--- config.mk ---
export PLATFORM = sky130hd
export DESIGN_NAME = like_pattern_matcher_top
export DESIGN_NICKNAME = d
export VERILOG_FILES = /design/src/sv/lpm_pkg.sv /design/src/sv/lpm_front.sv /design/src/sv/lpm_queue.sv /design/src/sv/lpm_back.sv /design/src/sv/like_pattern_matcher_top.sv
export SDC_FILE = /design/constraint.sdc
export NUM_CORES = 1
export LEC_CHECK = 0
export ABC_CLOCK_PERIOD_IN_PS = 3800
export BUFFER_PORTS_ARGS = -buffer_cell sky130_fd_sc_hd__clkbuf_2
export CAP_MARGIN = 10
export CORE_MARGIN = 3
export CORE_UTILIZATION = 55
export CTS_CLUSTER_SIZE = 14
export DETAILED_ROUTE_END_ITERATION = 10
export PLACE_DENSITY = 0.71
export SETUP_SLACK_MARGIN = 0.1
export SYNTH_ARGS = -nofsm -noshare
export SYNTH_HDL_FRONTEND = slang
export SYNTH_SLANG_ARGS = --single-unit
--- constraint.sdc ---
create_clock -name clock -period 3.8 [get_ports clock]
set_clock_uncertainty 0.05 [all_clocks]
set_input_delay 0.19 -clock clock [delete_from_list [all_inputs] [get_ports clock]]
set_output_delay 0.19 -clock clock [all_outputs]
set_load 0.02 [all_outputs]
--- src/sv/lpm_pkg.sv ---
// shared types and constants for the like pattern matcher
`default_nettype none

package lpm_pkg;

   typedef enum logic [1:0] {
      OP_PAT_BYTE  = 2'd0,
      OP_PAT_END   = 2'd1,
      OP_SUBJ_BYTE = 2'd2,
      OP_SUBJ_END  = 2'd3
   } opcode_type;

   typedef enum logic [1:0] {
      KIND_LIT = 2'd0,
      KIND_ONE = 2'd1,
      KIND_RUN = 2'd2
   } token_kind_type;

   typedef enum logic [1:0] {
      STATUS_OK       = 2'd0,
      STATUS_OVERFLOW = 2'd1,
      STATUS_ESCAPE   = 2'd2
   } status_type;

   typedef enum logic [1:0] {
      CMD_TOKEN = 2'd0,
      CMD_CLOSE = 2'd1,
      CMD_BYTE  = 2'd2,
      CMD_END   = 2'd3
   } cmd_op_type;

   typedef struct packed {
      cmd_op_type     op;
      logic           restart;
      logic           tok_en;
      token_kind_type kind;
      logic [7:0]     data;
      logic           esc;
   } cmd_type;

   localparam logic [7:0] CH_ESC = 8'h5C;
   localparam logic [7:0] CH_ONE = 8'h5F;
   localparam logic [7:0] CH_RUN = 8'h25;

   localparam int QUEUE_DEPTH = 2;

endpackage

`default_nettype wire

--- src/sv/lpm_front.sv ---
// front end: request decode and pattern tokenizing
`default_nettype none

module lpm_front
   import lpm_pkg::*;
(
   input  wire logic       clock,
   input  wire logic       reset,
   input  wire logic       req_valid,
   output logic            req_stall,
   input  wire logic [1:0] req_opcode,
   input  wire logic [7:0] req_data_byte,
   input  wire logic       q_full,
   output logic            q_push,
   output cmd_type         q_cmd
);

   logic closed_ff, closed_in;
   logic escape_ff, escape_in;
   logic last_run_ff, last_run_in;
   logic accept;
   logic esc_eff;
   logic last_run_eff;
   opcode_type op;

   assign op        = opcode_type'(req_opcode);
   assign req_stall = q_full;
   assign accept    = req_valid & ~q_full;
   assign esc_eff   = ~closed_ff & escape_ff;
   assign last_run_eff = ~closed_ff & last_run_ff;

   always_comb begin
      q_cmd         = '0;
      q_cmd.data    = req_data_byte;
      q_cmd.restart = closed_ff;
      q_push        = 1'b0;
      closed_in     = closed_ff;
      escape_in     = escape_ff;
      last_run_in   = last_run_ff;
      unique case (op)
         OP_PAT_BYTE: begin
            q_cmd.op  = CMD_TOKEN;
            q_push    = accept;
            closed_in = 1'b0;
            escape_in = 1'b0;
            last_run_in = last_run_eff;
            if (esc_eff) begin
               q_cmd.tok_en = 1'b1;
               q_cmd.kind   = KIND_LIT;
               last_run_in  = 1'b0;
            end else if (req_data_byte == CH_ESC) begin
               escape_in = 1'b1;
            end else if (req_data_byte == CH_ONE) begin
               q_cmd.tok_en = 1'b1;
               q_cmd.kind   = KIND_ONE;
               q_cmd.data   = '0;
               last_run_in  = 1'b0;
            end else if (req_data_byte == CH_RUN) begin
               q_cmd.tok_en = ~last_run_eff;
               q_cmd.kind   = KIND_RUN;
               q_cmd.data   = '0;
               last_run_in  = 1'b1;
            end else begin
               q_cmd.tok_en = 1'b1;
               q_cmd.kind   = KIND_LIT;
               last_run_in  = 1'b0;
            end
         end
         OP_PAT_END: begin
            q_cmd.op    = CMD_CLOSE;
            q_cmd.esc   = esc_eff;
            q_push      = accept;
            closed_in   = 1'b1;
            escape_in   = 1'b0;
            last_run_in = 1'b0;
         end
         OP_SUBJ_BYTE: begin
            q_cmd.op = CMD_BYTE;
            q_push   = accept & closed_ff;
         end
         OP_SUBJ_END: begin
            q_cmd.op = CMD_END;
            q_push   = accept & closed_ff;
         end
         default: begin
            q_push = 1'b0;
         end
      endcase
   end

   always_ff @(posedge clock) begin
      if (reset) begin
         closed_ff   <= 1'b1;
         escape_ff   <= 1'b0;
         last_run_ff <= 1'b0;
      end else if (accept) begin
         closed_ff   <= closed_in;
         escape_ff   <= escape_in;
         last_run_ff <= last_run_in;
      end
   end

endmodule

`default_nettype wire

--- src/sv/lpm_queue.sv ---
// short command queue between front end and scan engine
`default_nettype none

module lpm_queue
   import lpm_pkg::*;
(
   input  wire logic    clock,
   input  wire logic    reset,
   input  wire logic    push,
   input  wire cmd_type push_cmd,
   output logic         full,
   input  wire logic    pop,
   output logic         head_valid,
   output cmd_type      head_cmd
);

   localparam int PW = (QUEUE_DEPTH > 1) ? $clog2(QUEUE_DEPTH) : 1;
   localparam int CW = $clog2(QUEUE_DEPTH + 1);

   cmd_type         entry_ff [QUEUE_DEPTH];
   logic [PW-1:0]   wr_ptr_ff, wr_ptr_in;
   logic [PW-1:0]   rd_ptr_ff, rd_ptr_in;
   logic [CW-1:0]   count_ff, count_in;
   logic            do_push;
   logic            do_pop;

   assign full       = (count_ff == CW'(QUEUE_DEPTH));
   assign head_valid = (count_ff != '0);
   assign head_cmd   = entry_ff[rd_ptr_ff];
   assign do_push    = push & ~full;
   assign do_pop     = pop & head_valid;

   always_comb begin
      wr_ptr_in = wr_ptr_ff;
      rd_ptr_in = rd_ptr_ff;
      count_in  = count_ff;
      if (do_push) begin
         wr_ptr_in = (wr_ptr_ff == PW'(QUEUE_DEPTH - 1)) ? '0 : wr_ptr_ff + 1'b1;
      end
      if (do_pop) begin
         rd_ptr_in = (rd_ptr_ff == PW'(QUEUE_DEPTH - 1)) ? '0 : rd_ptr_ff + 1'b1;
      end
      if (do_push && !do_pop) begin
         count_in = count_ff + 1'b1;
      end else if (do_pop && !do_push) begin
         count_in = count_ff - 1'b1;
      end
   end

   always_ff @(posedge clock) begin
      if (reset) begin
         wr_ptr_ff <= '0;
         rd_ptr_ff <= '0;
         count_ff  <= '0;
      end else begin
         wr_ptr_ff <= wr_ptr_in;
         rd_ptr_ff <= rd_ptr_in;
         count_ff  <= count_in;
      end
   end

   always_ff @(posedge clock) begin
      if (do_push) begin
         entry_ff[wr_ptr_ff] <= push_cmd;
      end
   end

endmodule

`default_nettype wire

--- src/sv/lpm_back.sv ---
// back end: token store, bit-parallel scan engine and result register
`default_nettype none

module lpm_back
   import lpm_pkg::*;
#(
   parameter int MAX_TOKENS = 32
) (
   input  wire logic    clock,
   input  wire logic    reset,
   input  wire logic    head_valid,
   input  wire cmd_type head_cmd,
   output logic         pop,
   output logic         rsp_valid,
   input  wire logic    rsp_stall,
   output logic         rsp_matched,
   output logic [1:0]   rsp_pattern_status
);

   localparam int CW = $clog2(MAX_TOKENS + 1);
   localparam int IW = $clog2(MAX_TOKENS);

   token_kind_type    kind_ff [MAX_TOKENS];
   logic [7:0]        byte_ff [MAX_TOKENS];
   logic [CW-1:0]     count_ff, count_in;
   status_type        fault_ff, fault_in;
   logic [MAX_TOKENS:0] act_ff, act_in;
   logic              rsp_valid_ff, rsp_valid_in;
   logic              matched_ff, matched_in;
   status_type        status_ff, status_in;

   logic [CW-1:0]       cnt_base;
   status_type          fault_base;
   logic                tok_wr;
   logic [MAX_TOKENS-1:0] lane_v;
   logic [MAX_TOKENS-1:0] run_v;
   logic [MAX_TOKENS-1:0] adv;
   logic [MAX_TOKENS:0] raw_step;
   logic [MAX_TOKENS:0] step_vec;
   logic [MAX_TOKENS:0] start_vec;
   logic                out_free;

   assign out_free = ~rsp_valid_ff | ~rsp_stall;
   assign pop      = head_valid & ((head_cmd.op != CMD_END) | out_free);

   // per-position lane logic
   always_comb begin
      for (int i = 0; i < MAX_TOKENS; i++) begin
         lane_v[i] = (CW'(i) < count_ff);
         run_v[i]  = lane_v[i] & (kind_ff[i] == KIND_RUN);
         adv[i]    = act_ff[i] & lane_v[i] & (kind_ff[i] != KIND_RUN) &
                     ((kind_ff[i] == KIND_ONE) || (byte_ff[i] == head_cmd.data));
      end
      raw_step = '0;
      for (int i = 0; i < MAX_TOKENS; i++) begin
         raw_step[i]   = raw_step[i] | (act_ff[i] & run_v[i]);
         raw_step[i+1] = adv[i];
      end
      // collapsed runs never sit next to each other, so one hop closes the set
      step_vec     = raw_step;
      start_vec    = '0;
      start_vec[0] = 1'b1;
      for (int i = 0; i < MAX_TOKENS; i++) begin
         step_vec[i+1]  = raw_step[i+1] | (raw_step[i] & run_v[i]);
         start_vec[i+1] = (i == 0) ? run_v[0] : 1'b0;
      end
   end

   always_comb begin
      cnt_base     = head_cmd.restart ? '0 : count_ff;
      fault_base   = head_cmd.restart ? STATUS_OK : fault_ff;
      count_in     = count_ff;
      fault_in     = fault_ff;
      act_in       = act_ff;
      tok_wr       = 1'b0;
      matched_in   = matched_ff;
      status_in    = status_ff;
      rsp_valid_in = rsp_valid_ff & rsp_stall;
      if (pop) begin
         unique case (head_cmd.op)
            CMD_TOKEN: begin
               count_in = cnt_base;
               fault_in = fault_base;
               if (head_cmd.tok_en) begin
                  if (cnt_base == CW'(MAX_TOKENS)) begin
                     fault_in = STATUS_OVERFLOW;
                  end else begin
                     tok_wr   = 1'b1;
                     count_in = cnt_base + 1'b1;
                  end
               end
            end
            CMD_CLOSE: begin
               count_in = cnt_base;
               fault_in = fault_base;
               if (head_cmd.esc && fault_base == STATUS_OK) begin
                  fault_in = STATUS_ESCAPE;
               end
               if (head_cmd.restart) begin
                  act_in    = '0;
                  act_in[0] = 1'b1;
               end else begin
                  act_in = start_vec;
               end
            end
            CMD_BYTE: begin
               act_in = step_vec;
            end
            CMD_END: begin
               matched_in   = (fault_ff == STATUS_OK) & act_ff[count_ff];
               status_in    = fault_ff;
               rsp_valid_in = 1'b1;
               act_in       = start_vec;
            end
            default: begin
               act_in = act_ff;
            end
         endcase
      end
   end

   always_ff @(posedge clock) begin
      if (reset) begin
         count_ff     <= '0;
         fault_ff     <= STATUS_OK;
         act_ff       <= {{MAX_TOKENS{1'b0}}, 1'b1};
         rsp_valid_ff <= 1'b0;
      end else begin
         count_ff     <= count_in;
         fault_ff     <= fault_in;
         act_ff       <= act_in;
         rsp_valid_ff <= rsp_valid_in;
      end
   end

   always_ff @(posedge clock) begin
      matched_ff <= matched_in;
      status_ff  <= status_in;
      for (int i = 0; i < MAX_TOKENS; i++) begin
         if (tok_wr && cnt_base[IW-1:0] == IW'(i)) begin
            kind_ff[i] <= head_cmd.kind;
            byte_ff[i] <= head_cmd.data;
         end
      end
   end

   assign rsp_valid          = rsp_valid_ff;
   assign rsp_matched        = matched_ff;
   assign rsp_pattern_status = status_ff;

endmodule

`default_nettype wire

--- src/sv/like_pattern_matcher_top.sv ---
// top level of the like pattern matcher
`default_nettype none

// Whole-string LIKE matcher. Load a pattern with pattern byte requests and a
// pattern end, then stream subject bytes and a subject end; each subject end
// returns one result (matched flag and pattern status). The block takes one
// request per clock while the command queue is not full: the front end
// tokenizes pattern bytes on the fly, and the scan engine updates every active
// pattern position at once, which sets the one-byte-per-clock rate. A subject
// end passes through the queue to the scan engine, which loads its result into
// the output register; the two-entry command queue lets input keep flowing while
// a result waits there. Subject requests sent while a pattern is open are dropped.
module like_pattern_matcher_top
   import lpm_pkg::*;
#(
   parameter int MAX_TOKENS = 32
) (
   input  wire logic       clock,
   input  wire logic       reset,
   input  wire logic       req_valid,
   output logic            req_stall,
   input  wire logic [1:0] req_opcode,
   input  wire logic [7:0] req_data_byte,
   output logic            rsp_valid,
   input  wire logic       rsp_stall,
   output logic            rsp_matched,
   output logic [1:0]      rsp_pattern_status
);

   logic    q_push;
   cmd_type q_push_cmd;
   logic    q_full;
   logic    q_pop;
   logic    q_valid;
   cmd_type q_head;

   lpm_front u_front (
      .clock         (clock),
      .reset         (reset),
      .req_valid     (req_valid),
      .req_stall     (req_stall),
      .req_opcode    (req_opcode),
      .req_data_byte (req_data_byte),
      .q_full        (q_full),
      .q_push        (q_push),
      .q_cmd         (q_push_cmd)
   );

   lpm_queue u_queue (
      .clock      (clock),
      .reset      (reset),
      .push       (q_push),
      .push_cmd   (q_push_cmd),
      .full       (q_full),
      .pop        (q_pop),
      .head_valid (q_valid),
      .head_cmd   (q_head)
   );

   lpm_back #(
      .MAX_TOKENS (MAX_TOKENS)
   ) u_back (
      .clock              (clock),
      .reset              (reset),
      .head_valid         (q_valid),
      .head_cmd           (q_head),
      .pop                (q_pop),
      .rsp_valid          (rsp_valid),
      .rsp_stall          (rsp_stall),
      .rsp_matched        (rsp_matched),
      .rsp_pattern_status (rsp_pattern_status)
   );

   a_pop_has_entry: assert property (@(posedge clock) disable iff (reset)
      q_pop |-> q_valid)
      else $error("queue popped while empty");

   a_end_gives_rsp: assert property (@(posedge clock) disable iff (reset)
      (q_pop && q_head.op == CMD_END) |=> rsp_valid)
      else $error("subject end left no result");

   a_match_needs_ok: assert property (@(posedge clock) disable iff (reset)
      (rsp_valid && rsp_matched) |-> (rsp_pattern_status == STATUS_OK))
      else $error("match reported on a faulted pattern");

   a_full_stalls: assert property (@(posedge clock) disable iff (reset)
      q_full |-> req_stall)
      else $error("request taken while queue full");

endmodule

`default_nettype wire
==> reports/results.tsv, run 1 <==
stage	metric	value	unit
outcome	status	complete, no violations	
critical_path	path_delay_family	compound AO/OA/AOI/OAI gates	
global_route	grt-ovfl-total	0	
critical_path	crit_type	flip-flop to flip-flop	
route	drc	0	
global_route	gr-usage-all-layers	0.249	
placed_design	dpl.hpwl	27.3	mm
clocking	clock_sinks	403	
critical_path	endpoint_kind	flip-flop	
placed_design	placed_area	0.0191	mm^2
clocking	clk_pin_slew	0.06	ns
synthesis	syn_area	0.0184	mm^2
synthesis	synth_edf_count	353	
synthesis	synth_area_leader_cell	edfxtp_1	
timing	worst_pin_slew	1.07	ns
placed_design	gp_congestion	0.928	
clocking	clock_latency	0.55	ns
route	drtPass1Iterations	5	
critical_path	cp_cell_sequence	buf_12 -> mux2i_4 -> buf_4 -> xnor2_1 -> o41ai_1 -> a21o_1 -> o211ai_1 -> a211oi_1	
synthesis	avgSynthCellArea	13.4	um^2
timing	hold_viol_final	0	
cells_and_area	final_cells	1893	
timing	fin_crit	3.02	ns
job	drv_cap	0	
timing	fmax	331	MHz
cells_and_area	layout_commonest_cell	edfxtp_1	
global_route	grt_antenna_before_repair	1	
timing	finalSetupViolations	0	
global_route	grt_pass1_vias	11347	
synthesis	synth_seq_cells	403	
timing	relSlewSlack	0.284	
synthesis	synth.top_cell.area_share	0.576	
floorplan	ioPinCount	19	
critical_path	cp.required	4.18	ns
critical_path	critPathMaxStageDelay	0.81	ns
floorplan	row_count	66	
critical_path	cp_num_buf_inv	2	
clocking	cts_tree	yes	
route	drtIter0Drc	1276	
timing	rsz0062_at_grt	false	
synthesis	synthArstFlopShare	0	
clocking	postCtsSetupBuffers	0	
timing	finalMaxSlewViolations	0	
clocking	ctsResizeCount	0	
critical_path	critPathArrivalTime	3.41	ns
timing	tns	0	ns
critical_path	critPathLaunchType	flip-flop	
route	via_per_inst	6.08	
cells_and_area	fill_cells	2496	
clocking	htreeDepth	2	
cells_and_area	antenna-diode-count	0	
pwr	p_per_area	597	mW/mm^2
global_route	grt_pass1_wl	67.2	mm
synthesis	yosys-top-cells-area	edfxtp_1 (58%), xnor2_1 (8.4%), dfxtp_1 (5.4%)	
cells_and_area	final_cell_mix	edfxtp_1 (353), xnor2_1 (176), xor2_1 (86), nand2_1 (68), nor2_1 (64)	
critical_path	r2r_slack	0.78	ns
cells_and_area	final_area	0.0204	mm^2
synthesis	ys_seq_area_frac	0.630	
route	wl	44.4	mm
floorplan	die-area	0.0357	mm^2
synthesis	synth_flop_cell	edfxtp_1	
cells_and_area	final_core_util	0.624	
critical_path	slowest_stage	mux2i_4	
route	drtAntennaViolNets	0	
route	wl_per_cell	23.5	um
floorplan	die_h	189	um
floorplan	initial_utilization	0.562	
clocking	cts_inserted_buffers	41	
critical_path	cp_max_fo	19	
floorplan	die_w	189	um
pwr	p_leak	6.69	nW
route	num_vias	11516	
synthesis	syn-num-nets	1393	
clocking	cts_root_buf	clkbuf_16	
placed_design	portBuffers	18	
cells_and_area	nets	1443	
timing	period_share	0.796	
clocking	clockBufferDepth	3	
cells_and_area	drive_above_1_share	0.101	
placed_design	place_inst	1815	
synthesis	synth_warnings	0	
global_route	grt_max_degree	34	
floorplan	core-area	0.0328	mm^2
cells_and_area	area_growth	11.0	%
synthesis	synth_cell_type_count	71	
synthesis	synth_cells	1372	
worst_hold_path	hp-class	input port to flip-flop	
pwr	ir_drop	0.601	mV
clocking	cts_hold_buf	6	
==> worst reg2reg max path: stages, from the launching register on <==
cell and delay, ns:
dfxtp_1 0.35, buf_12 0.21, mux2i_4 0.81, buf_4 0.30, xnor2_1 0.07, o41ai_1 0.62, a21o_1 0.23, o211ai_1 0.08
a211oi_1 0.21
==> layout make-up <==
type | count | area, um^2 | share of cell area
clock buffers | 51 | 1100 | 0.0540
inverters | 46 | 173 | 0.00845
flip-flops and latches | 403 | 11600 | 0.568
multi-input cells | 866 | 6250 | 0.306
clock inverters | 21 | 211 | 0.0103
repair buffers | 64 | 551 | 0.0269
well taps | 442 | 553 | 0.0271
==> cell families after synthesis <==
kind of cell / Yosys count / share of synthesized area
xor+xnor: 262 / 0.125
compound gates: 202 / 0.0764
simple gates: 367 / 0.106
fa+ha+maj: 10 / 0.00639
buf+inv: 103 / 0.0307
flops: 403 / 0.630
mux: 25 / 0.0261
==> path summary, 6_finish.rpt <==
check                           cells after the start                      to              start
worst max register to register                      8       u_back.act_ff[12]          flip-flop
worst min register to register                      2       u_back.act_ff[13]  u_back.act_ff[13]
worst min-delay path                                2  u_queue.entry_ff[0][2]   req_data_byte[1]
worst max-delay path                                8       u_back.act_ff[12]          flip-flop
==> cells in the mapped netlist (all sizes together) (7+ instances only) <==
library cell,count
edfxtp,353
xnor2,176
xor2,86
nand2,68
nor2,64
a21oi,51
dfxtp,50
inv,46
and2,37
nor4,37
o21ai,35
buf,30
nor2b,28
clkbuf,27
nand2b,24
nand4,24
nand3,22
nor3,20
a31oi,15
and3,13
a32oi,12
mux2i,11
mux4,10
or4,10
o211ai,9
a22oi,8
o2111ai,8
ha,7
==> flip-flops by register name, summed over array words and instances, names as in the netlist, 2 cells and up, named ones only <==
name	count
u_back.byte_ff	256
u_back.kind_ff	64
u_back.act_ff	33
u_queue.entry_ff	30
u_back.count_ff	6
u_back.fault_ff	2
u_back.rsp_pattern_status	2
u_queue.count_ff	2
==> stage by stage <==
step	hold slack (ns)	worst slack (ns)	power, mW
4_1_cts	0.00802	0.789	12.3
2_1_floorplan	0.276	1.06	7.31
5_1_grt	0.0335	0.623	12.6
3_3_place_gp	0.392	0.834	8.28
3_5_place_dp	0.400	0.823	8.34
6_report	0.0242	0.775	12.2
==> routing by layer <==
metal  GRT usage  routed length, um
met4      0.0802               1320
met5           0                  0
met3      0.0352               3630
met1       0.342              18300
met2       0.415              21100
==> power breakdown <==
group | total, mW | switching, mW | internal, mW
clock network | 3.96 | 1.63 | 2.33
logic | 2.93 | 1.95 | 0.976
registers | 5.33 | 0.0772 | 5.25
total | 12.2 | 3.65 | 8.56
No activity file was read; power rests on OpenSTA's default activity.
==> run 2, diff against run 1 <==
ABC_CLOCK_PERIOD_IN_PS = 2500   (was 3800)
PLACE_DENSITY = 0.74   (was 0.71)
clock period = 2.5 ns   (was 3.8 ns; I/O delays follow)
==> reports/results.tsv, run 2 (synthesized netlist as in run 1, its figures left out) <==
stage	metric	value	unit	change
clocking	cts_inserted_buffers	42		+2.4%
timing	holdWs	0.0819	ns	+0.0577 ns
route	drc	0		unchanged
worst_hold_path	hp-class	input port to flip-flop		
pwr	pwr-share-clk	0.300		-0.024
clocking	clock_latency	0.55	ns	about the same
global_route	grt_max_degree	33		-2.9%
floorplan	die_w	189	um	unchanged
route	drtAntennaViolNets	0		unchanged
pwr	p_int	14.3	mW	+67%
global_route	grt_antenna_before_repair	0		-1
route	drtIter0Drc	1554		+22%
floorplan	row_count	66		unchanged
clocking	clockBufferDepth	3		unchanged
pwr	power.total	20.5	mW	+68%
pwr	p_per_area	880	mW/mm^2	+47%
clocking	cts_root_buf	clkbuf_16		
pwr	switching_share	0.305		+0.00542
global_route	grt_pass1_wl	73.5	mm	+9.3%
outcome	status	finished with violations		
floorplan	ioPinCount	19		unchanged
cells_and_area	largest_register_ffs	256		unchanged
route	wl_per_cell	24.6	um	+4.9%
pwr	power_frac_seq	0.395		-0.041
job	drv_cap	0		unchanged
cells_and_area	final_cell_mix	edfxtp_1 (353), xnor2_1 (168), buf_4 (113), xor2_1 (80), nand2_1 (64)		
timing	rsz0062_at_grt	true		
cells_and_area	largestRegisters	u_back.byte_ff x256, u_back.kind_ff x64, u_back.act_ff x33		
placed_design	gp_congestion	0.903		-2.7%
placed_design	place_ws	-0.269	ns	-1.09 ns
pwr	p_leak	7.96	nW	+19%
timing	finalSetupViolations	6		+6
floorplan	die_h	189	um	unchanged
critical_path	critPathLaunchType	flip-flop		
route	wl	50.8	mm	+15%
pwr	ir_drop	0.613	mV	+2.0%
cells_and_area	fill_cells	2070		-17%
clocking	clock_sinks	403		unchanged
timing	tns	-0.238	ns	-0.238 ns
cells_and_area	final_area	0.0233	mm^2	+14%
cells_and_area	drive_above_1_share	0.264		+0.163
timing	fin_ws	-0.0665	ns	-0.842 ns
clocking	cts_tree	yes		
timing	fin_crit	2.57	ns	-0.458 ns
critical_path	critPathArrivalTime	2.99	ns	-0.42 ns
route	drtPass1Iterations	6		+1
timing	period_share	1.03		+0.231
cells_and_area	top_register	u_back.byte_ff		
outcome	violations	setup timing		
floorplan	core-area	0.0328	mm^2	unchanged
timing	relSlewSlack	0.341		+0.0571
placed_design	portBuffers	18		unchanged
pwr	comb_power_share	0.305		+0.065
timing	finalMaxSlewViolations	0		unchanged
cells_and_area	layout_commonest_cell	edfxtp_1		
timing	worst_pin_slew	0.988	ns	-0.0842 ns
route	num_vias	12652		+9.9%
global_route	grt_pass1_vias	12390		+9.2%
placed_design	placed_area	0.0204	mm^2	+6.8%
placed_design	dpl.hpwl	31.2	mm	+14%
critical_path	cp.required	2.92	ns	-1.26 ns
clocking	htreeDepth	2		unchanged
clocking	clk_pin_slew	0.06	ns	about the same
floorplan	die-area	0.0357	mm^2	unchanged
critical_path	cp_max_fo	6		-13
global_route	gr-usage-all-layers	0.272		+0.0229
critical_path	crit_type	flip-flop to flip-flop		
floorplan	initial_utilization	0.562		unchanged
timing	hold_viol_final	0		unchanged
critical_path	endpoint_kind	flip-flop		
critical_path	r2r_slack	-0.07	ns	-0.84 ns
global_route	grt-ovfl-total	0		unchanged
pwr	switching_power	6.25	mW	+71%
route	via_per_inst	6.12		+0.66%
cells_and_area	area_growth	26.5	%	
cells_and_area	nets	1611		+12%
timing	fmax	390	MHz	+18%
-- run 2: cell types whose count changed in the layout (fill, tap and decap cells not counted), moves of 7 or more --
cell,before,now
buf_12,8,57
nor4_2,0,19
buf_4,32,113
and2_1,37,20
nor2_1,64,56
buf_6,0,19
and3_1,13,3
xnor2_1,176,168
nor4_1,37,15
o21ai_0,29,22
and3_4,0,12
and2_4,0,21
-- run 2: worst max-delay path, cell delays in order (launching register included) --
cell and delay, ns:
dfxtp_4 0.37, buf_12 0.15, mux2i_4 0.35, buf_12 0.16, buf_4 0.11, buf_12 0.12, xor2_1 0.16, nand4_1 0.12
o41ai_2 0.40, buf_4 0.17, and4_1 0.22, a21oi_2 0.04, o21ai_1 0.08
-- run 2: repair_timing --
action / CTS / global route
cloned: 2 / 8
endpoints found under the hold margin: 34 / 0
setup endpoints to repair: 136 / 355
resized for setup: 60 / 135
pin swaps: 22 / 57
setup buffers: 23 / 20
hold buffers: 12 / 0
-- run 2: through the flow --
stage	cells	utilization
2_1_floorplan	1372	-
3_3_place_gp	1924	0.621
3_5_place_dp	1924	0.621
4_1_cts	2038	0.683
5_1_grt	2065	0.711
6_report	2066	0.711
-- run 2: path summary, 6_finish.rpt --
path	start	end	depth (start not counted)
worst max-delay path	flip-flop	u_back.act_ff[32]	12
worst min-delay path	req_valid	u_front.escape_ff	5
worst max register to register	flip-flop	u_back.act_ff[32]	12
worst min register to register	u_back.act_ff[5]	u_back.act_ff[5]	2
-- run 2: cell type report --
class                           instances  area (um^2)  share of cell area
Timing Repair Buffer                  225         2540               0.109
Multi-Input combinational cell        872         7070               0.303
Sequential cell                       403        11600               0.498
Clock inverter                         23          184             0.00789
Tap cell                              442          553              0.0237
Clock buffer                           54         1170              0.0502
Antenna cell                            1         2.50            0.000107
Inverter                               46          175             0.00752
-- run 2: power by group through the flow --
stage / sequential, mW / combinational (mW) / clock (mW)
after global routing: 8.10 / 6.54 / 6.47
final: 8.10 / 6.26 / 6.14
after global placement: 8.21 / 4.95 / 0
after floorplan: 8.20 / 2.93 / 0
after CTS: 8.09 / 5.64 / 6.20
after detailed placement: 8.22 / 5.04 / 0
-- run 2: metal layers --
layer	track usage	part of all wire	vias up
met2	0.444	0.48	661
met3	0.0554	0.089	145
met4	0.112	0.039	0
li1	-	-	5523
met1	0.360	0.39	6323
met5	0	0	-
